**config.mk**
```make
export PLATFORM = sky130hd
export DESIGN_NAME = mpksm_ctrl
export DESIGN_NICKNAME = d
export VERILOG_FILES = /design/src/sv/mpksm_pkg.sv /design/src/sv/mpksm_ctrl.sv
export VERILOG_INCLUDE_DIRS = /design/src /design/src/sv
export SDC_FILE = /design/constraint.sdc
export NUM_CORES = 1
export LEC_CHECK = 0
export CAP_MARGIN = 20
export CORE_MARGIN = 2
export CORE_UTILIZATION = 45
export CTS_CLUSTER_DIAMETER = 60
export DETAILED_ROUTE_END_ITERATION = 10
export DONT_BUFFER_PORTS = 1
export PLACE_DENSITY = 0.65
export SYNTH_ARGS = -nofsm -noshare
export SYNTH_HDL_FRONTEND = slang
export SYNTH_SLANG_ARGS = --single-unit
```
**constraint.sdc**
```tcl
create_clock -name clk -period 1.9 [get_ports clk]
set_input_delay 0.095 -clock clk [delete_from_list [all_inputs] [get_ports clk]]
set_output_delay 0.095 -clock clk [all_outputs]
set_load 0.05 [all_outputs]
```
**src/sv/multi_pattern_key_sequence_matcher_unit_assert.svh**
```systemverilog
// assertion macros used by the key sequence matcher controller
`ifndef MULTI_PATTERN_KEY_SEQUENCE_MATCHER_UNIT_ASSERT_SVH
`define MULTI_PATTERN_KEY_SEQUENCE_MATCHER_UNIT_ASSERT_SVH

// same-cycle implication, checked outside reset
`define MPKSM_ASSERT_IMP(name, ante, cons, msg) \
	name: assert property (@(posedge clk) disable iff (!arst_n) (ante) |-> (cons)) \
		else $error(msg);

// next-cycle implication, checked outside reset
`define MPKSM_ASSERT_NXT(name, ante, cons, msg) \
	name: assert property (@(posedge clk) disable iff (!arst_n) (ante) |=> (cons)) \
		else $error(msg);

`endif

```
**src/sv/mpksm_pkg.sv**
```systemverilog
// types, constants and command codes of the key sequence matcher
package mpksm_pkg;

	localparam int NUM_ENTRIES     = 16;
	localparam int MAX_PATTERN_LEN = 32;
	localparam int CAPTURE_BYTES   = 8;

	localparam int IDX_W  = (NUM_ENTRIES > 1) ? $clog2(NUM_ENTRIES) : 1;
	localparam int CNT_W  = $clog2(NUM_ENTRIES + 1);
	localparam int POS_W  = $clog2(MAX_PATTERN_LEN);
	localparam int LEN_W  = $clog2(MAX_PATTERN_LEN + 1);
	localparam int FILL_W = $clog2(CAPTURE_BYTES + 1);
	localparam int CAP_IDX_W = (CAPTURE_BYTES > 1) ? $clog2(CAPTURE_BYTES) : 1;
	localparam int PAT_ADDR_W = IDX_W + POS_W;
	localparam int PAT_DEPTH  = NUM_ENTRIES << POS_W;

	localparam int PADDR_W = 3;

	localparam logic [7:0] WILDCARD = 8'h2E;

	// register indexes on the configuration port
	localparam logic REG_GAME_MASK  = 1'b0;
	localparam logic REG_ALL_ENABLE = 1'b1;

	typedef enum logic [1:0] {
		CMD_KEY   = 2'd0,
		CMD_WRITE = 2'd1,
		CMD_ATTR  = 2'd2,
		CMD_CLEAR = 2'd3
	} cmd_t;

	typedef enum logic [1:0] {
		ST_IDLE,
		ST_DECODE,
		ST_SCAN,
		ST_ACK
	} state_t;

	// controller to datapath
	typedef struct packed {
		logic             load_in;
		logic             table_wr;
		logic             issue;
		logic [IDX_W-1:0] issue_idx;
		logic             cmp;
		logic [IDX_W-1:0] cmp_idx;
		logic             ack;
	} dp_cmd_t;

	// datapath to controller
	typedef struct packed {
		logic is_key;
		logic fire;
		logic out_full;
	} dp_sts_t;

endpackage

```
**src/sv/mpksm_ctrl.sv**
```systemverilog
// controller: item sequencing and the two-stage entry scan
`include "multi_pattern_key_sequence_matcher_unit_assert.svh"

module mpksm_ctrl (
	input  logic                clk,
	input  logic                arst_n,
	input  logic                in_valid,
	output logic                in_ready,
	input  mpksm_pkg::dp_sts_t  sts,
	output mpksm_pkg::dp_cmd_t  cmd
);

	mpksm_pkg::state_t state_q, state_nxt;

	logic [mpksm_pkg::CNT_W-1:0] rd_cnt_q;
	logic                        cmp_vld_s1;
	logic [mpksm_pkg::IDX_W-1:0] cmp_idx_s1;

	logic rd_done;
	logic stall;
	logic issue;
	logic cmp;

	// scan stage control
	assign rd_done = (rd_cnt_q == mpksm_pkg::CNT_W'(mpksm_pkg::NUM_ENTRIES));
	assign stall   = cmp_vld_s1 && sts.fire && sts.out_full;
	assign issue   = (state_q == mpksm_pkg::ST_SCAN) && !rd_done && !stall;
	assign cmp     = (state_q == mpksm_pkg::ST_SCAN) && cmp_vld_s1 && !stall;

	// next state
	always_comb begin
		state_nxt = state_q;
		unique case (state_q)
			mpksm_pkg::ST_IDLE: begin
				if (in_valid) begin
					state_nxt = mpksm_pkg::ST_DECODE;
				end
			end
			mpksm_pkg::ST_DECODE: begin
				state_nxt = sts.is_key ? mpksm_pkg::ST_SCAN : mpksm_pkg::ST_ACK;
			end
			mpksm_pkg::ST_SCAN: begin
				if (rd_done && (!cmp_vld_s1 || cmp)) begin
					state_nxt = mpksm_pkg::ST_ACK;
				end
			end
			mpksm_pkg::ST_ACK: begin
				if (!sts.out_full) begin
					state_nxt = mpksm_pkg::ST_IDLE;
				end
			end
			default: state_nxt = mpksm_pkg::ST_IDLE;
		endcase
	end

	// outputs
	always_comb begin
		in_ready      = 1'b0;
		cmd           = '0;
		cmd.issue     = issue;
		cmd.issue_idx = rd_cnt_q[mpksm_pkg::IDX_W-1:0];
		cmd.cmp       = cmp;
		cmd.cmp_idx   = cmp_idx_s1;
		unique case (state_q)
			mpksm_pkg::ST_IDLE: begin
				in_ready    = 1'b1;
				cmd.load_in = in_valid;
			end
			mpksm_pkg::ST_DECODE: begin
				cmd.table_wr = !sts.is_key;
			end
			mpksm_pkg::ST_SCAN: begin
			end
			mpksm_pkg::ST_ACK: begin
				cmd.ack = !sts.out_full;
			end
			default: begin
			end
		endcase
	end

	// state and scan pipeline registers
	always_ff @(posedge clk or negedge arst_n) begin
		if (!arst_n) begin
			state_q    <= mpksm_pkg::ST_IDLE;
			rd_cnt_q   <= '0;
			cmp_vld_s1 <= 1'b0;
			cmp_idx_s1 <= '0;
		end else begin
			state_q <= state_nxt;
			if (state_q == mpksm_pkg::ST_DECODE) begin
				rd_cnt_q   <= '0;
				cmp_vld_s1 <= 1'b0;
			end else if ((state_q == mpksm_pkg::ST_SCAN) && !stall) begin
				cmp_vld_s1 <= issue;
				cmp_idx_s1 <= rd_cnt_q[mpksm_pkg::IDX_W-1:0];
				if (issue) begin
					rd_cnt_q <= rd_cnt_q + 1'b1;
				end
			end
		end
	end

	`MPKSM_ASSERT_NXT(a_accept_decode, in_valid && in_ready, state_q == mpksm_pkg::ST_DECODE, "accepted item not decoded")
	`MPKSM_ASSERT_IMP(a_ack_drained, state_q == mpksm_pkg::ST_ACK, !cmp_vld_s1, "final result while compare stage busy")
	`MPKSM_ASSERT_NXT(a_stall_holds, stall, cmp_vld_s1 && $stable(cmp_idx_s1), "stalled compare stage moved")
	`MPKSM_ASSERT_IMP(a_cnt_bound, state_q == mpksm_pkg::ST_SCAN, rd_cnt_q <= mpksm_pkg::CNT_W'(mpksm_pkg::NUM_ENTRIES), "scan counter past last entry")

endmodule

```
==> flow_summary.json <==
{
  "status": "finished, final reports clean",
  "worstMarginPinSlew_ns": 0.525,
  "nets": 94,
  "syn_to_final_growth_pct": 16.3,
  "place_congestion": 0.755,
  "gr-total-overflow": 0,
  "setup_slack_ns": 0.180,
  "final_cells": 97,
  "yosysWarnings": 0,
  "cts_buffer_depth": 2,
  "antenna_found_initial": 0,
  "synthTopCellsByArea": "dfrtp_1, ha_1, buf_4",
  "synth_ff_type": "dfrtp_1",
  "seq_area_um2": 300,
  "tritoncts": "yes",
  "hold_class": "input pin to flip-flop",
  "rsz0062_at_grt": "false",
  "min_period_ns": 1.72,
  "synthTopCellsByCount": "dfrtp_1, inv_1, nor2_1",
  "grt_util_all_layers": 0.159,
  "dr.pass1.iters": 4,
  "drc": 0,
  "finalClockSkew_ns": 0.000803,
  "routedWlPerCell_um": 13.2,
  "drt_iter0_markers": 4,
  "fillers": 139,
  "synth_top_area_frac": 0.411,
  "timing.rr.end": "state_q[1]",
  "htreeDepth": 1,
  "yosys.cell_count.top_type": "dfrtp_1",
  "die_y_um": 44.3,
  "cts.sinks": 12,
  "worstHoldEndpoint": "cmp_vld_s1",
  "dp_hpwl_mm": 1.02,
  "dp_slack_ns": 0.200,
  "relSlewSlack": 0.649,
  "reg2reg_depth": 6,
  "dieArea_um2": 1960,
  "end_kind": "output port",
  "viasPerCell": 5.30,
  "period_share": 0.905,
  "syn_nets": 84,
  "path_max_fanout": 8,
  "via_count": 514,
  "yosysTopAreaCell": "dfrtp_1",
  "start_util": 0.485,
  "synth_seq_cells": 12,
  "num_rows": 14,
  "rr_startpoint": "state_q[0]",
  "worstSkewPairLatency_ns": 0.27,
  "drt_wl_total_mm": 1.28,
  "async_reset_ff_frac": 1.00,
  "min_from": "sts[1]",
  "clk_pin_slew_ns": 0.08,
  "tns_ns": 0,
  "synth_edf_count": 0,
  "dp_cells": 92,
  "grt_pass1_vias": 511,
  "slew_violations": 0,
  "path_class": "flip-flop to output port",
  "r2r_slack_ns": 0.19,
  "clockRootBuffer": "clkbuf_4",
  "required_ns": 1.80,
  "slowest_delay_ns": 0.47,
  "fmax_mhz": 581,
  "grt_pass1_wl_mm": 2.28,
  "antenna_cells": 0,
  "cpMaxStageDelayCell": "and3_1",
  "layout-drive-gt1-share": 0.259,
  "grt_max_degree": 13,
  "netlist_instances": 72,
  "cts_buffers": 3,
  "core-area_um2": 1510,
  "synth_area_um2": 731,
  "setup_viol_count_final": 0,
  "crit_arrival_ns": 1.63,
  "path_cells": "inv_1, ha_1, buf_4, and3_1",
  "ant_nets": 0,
  "maxCapViolations": 0,
  "die_width_um": 44.3,
  "hold_violations": 0,
  "synth.distinct_cells": 26,
  "start_kind": "flip-flop",
  "ys_seq_area_frac": 0.411,
  "holdPathStages": 4,
  "multi_input_area_um2": 362,
  "ioPinCount": 20,
  "avgSynthCellArea_um2": 10.1,
  "port_buffers": 0
}
routing by layer:
layer  routed length, µm  up-vias  track usage
li1                    -      256            -
met1                 587      251        0.214
met2                 645        7        0.250
met3                  43        0       0.0531
met4                   0        0       0.0364
met5                   0        -            0
worst max-delay path: cells and delay by family, from the launching register on:
family | cells | cell delay (ns)
AND/OR/NAND/NOR | 1 | 0.47
buffers and inverters | 2 | 0.26
flip-flops | 1 | 0.44
adder cells (fa/ha/maj) | 1 | 0.19
state kept, by name, summed over array words and instances (netlist names):
name / flops
state_q: 2
cmp_vld_s1: 1
rd_cnt_q: 5
cmp_idx_s1: 4
worst max path at each step:
stage	endpoint	from	slack [ns]
floorplan	state_q[0]	state_q[0]	0.06
global placement	state_q[1]	state_q[0]	0.22
detailed placement	state_q[1]	state_q[0]	0.20
CTS	cmd[5]	state_q[0]	0.16
global route	cmd[5]	state_q[0]	0.08
finish	cmd[5]	state_q[0]	0.18
repair_timing:
item | in CTS | in global routing
buffers inserted | 0 | 0
resized for setup | 0 | 0
endpoints found under the hold margin | 12 | 0
hold buffers | 1 | 0
metrics by stage:
step	cell area [µm²]	hold slack, ns	utilization
after floorplan	738	-0.201	-
after global placement	803	-0.200	0.533
after detailed placement	803	-0.200	0.533
after CTS	850	0.0926	0.564
after global routing	850	0.149	0.564
final	850	0.0972	0.564
cells in the final DEF, fill, tap and decap left out, types with 2 or more instances in the layout:
cell type  instances
nand3_1            2
and4_1             2
mux2_2             2
o31ai_1            2
nor2b_1            2
ha_1               6
xor2_1             3
o21ai_0            2
nor2_1             6
inv_1              7
dfrtp_1           12
buf_4             10
nand2_1            6
clkbuf_4           3
area by class of cell:
| cell class | count | area share |
|---|---|---|
| inverters | 7 | 0.0309 |
| flip-flops and latches | 12 | 0.353 |
| well taps | 16 | 0.0236 |
| repair buffers | 12 | 0.124 |
| clock buffers | 4 | 0.0427 |
| multi-input cells | 46 | 0.426 |
kinds of logic (layout without fill, tap and decap cells):
logic type,count (synthesis),count (layout),synth area share
flip-flops,12,12,0.411
AO/OA/AOI/OAI,9,9,0.0873
buffers and inverters,14,23,0.104
AND/OR/NAND/NOR,23,23,0.187
multiplexers,4,4,0.0599
adder cells (fa/ha/maj),6,6,0.103
XOR/XNOR,4,4,0.0480
Power is not shown: default switching activity piles up to over one toggle a cycle in this logic, so the estimate is an artifact.
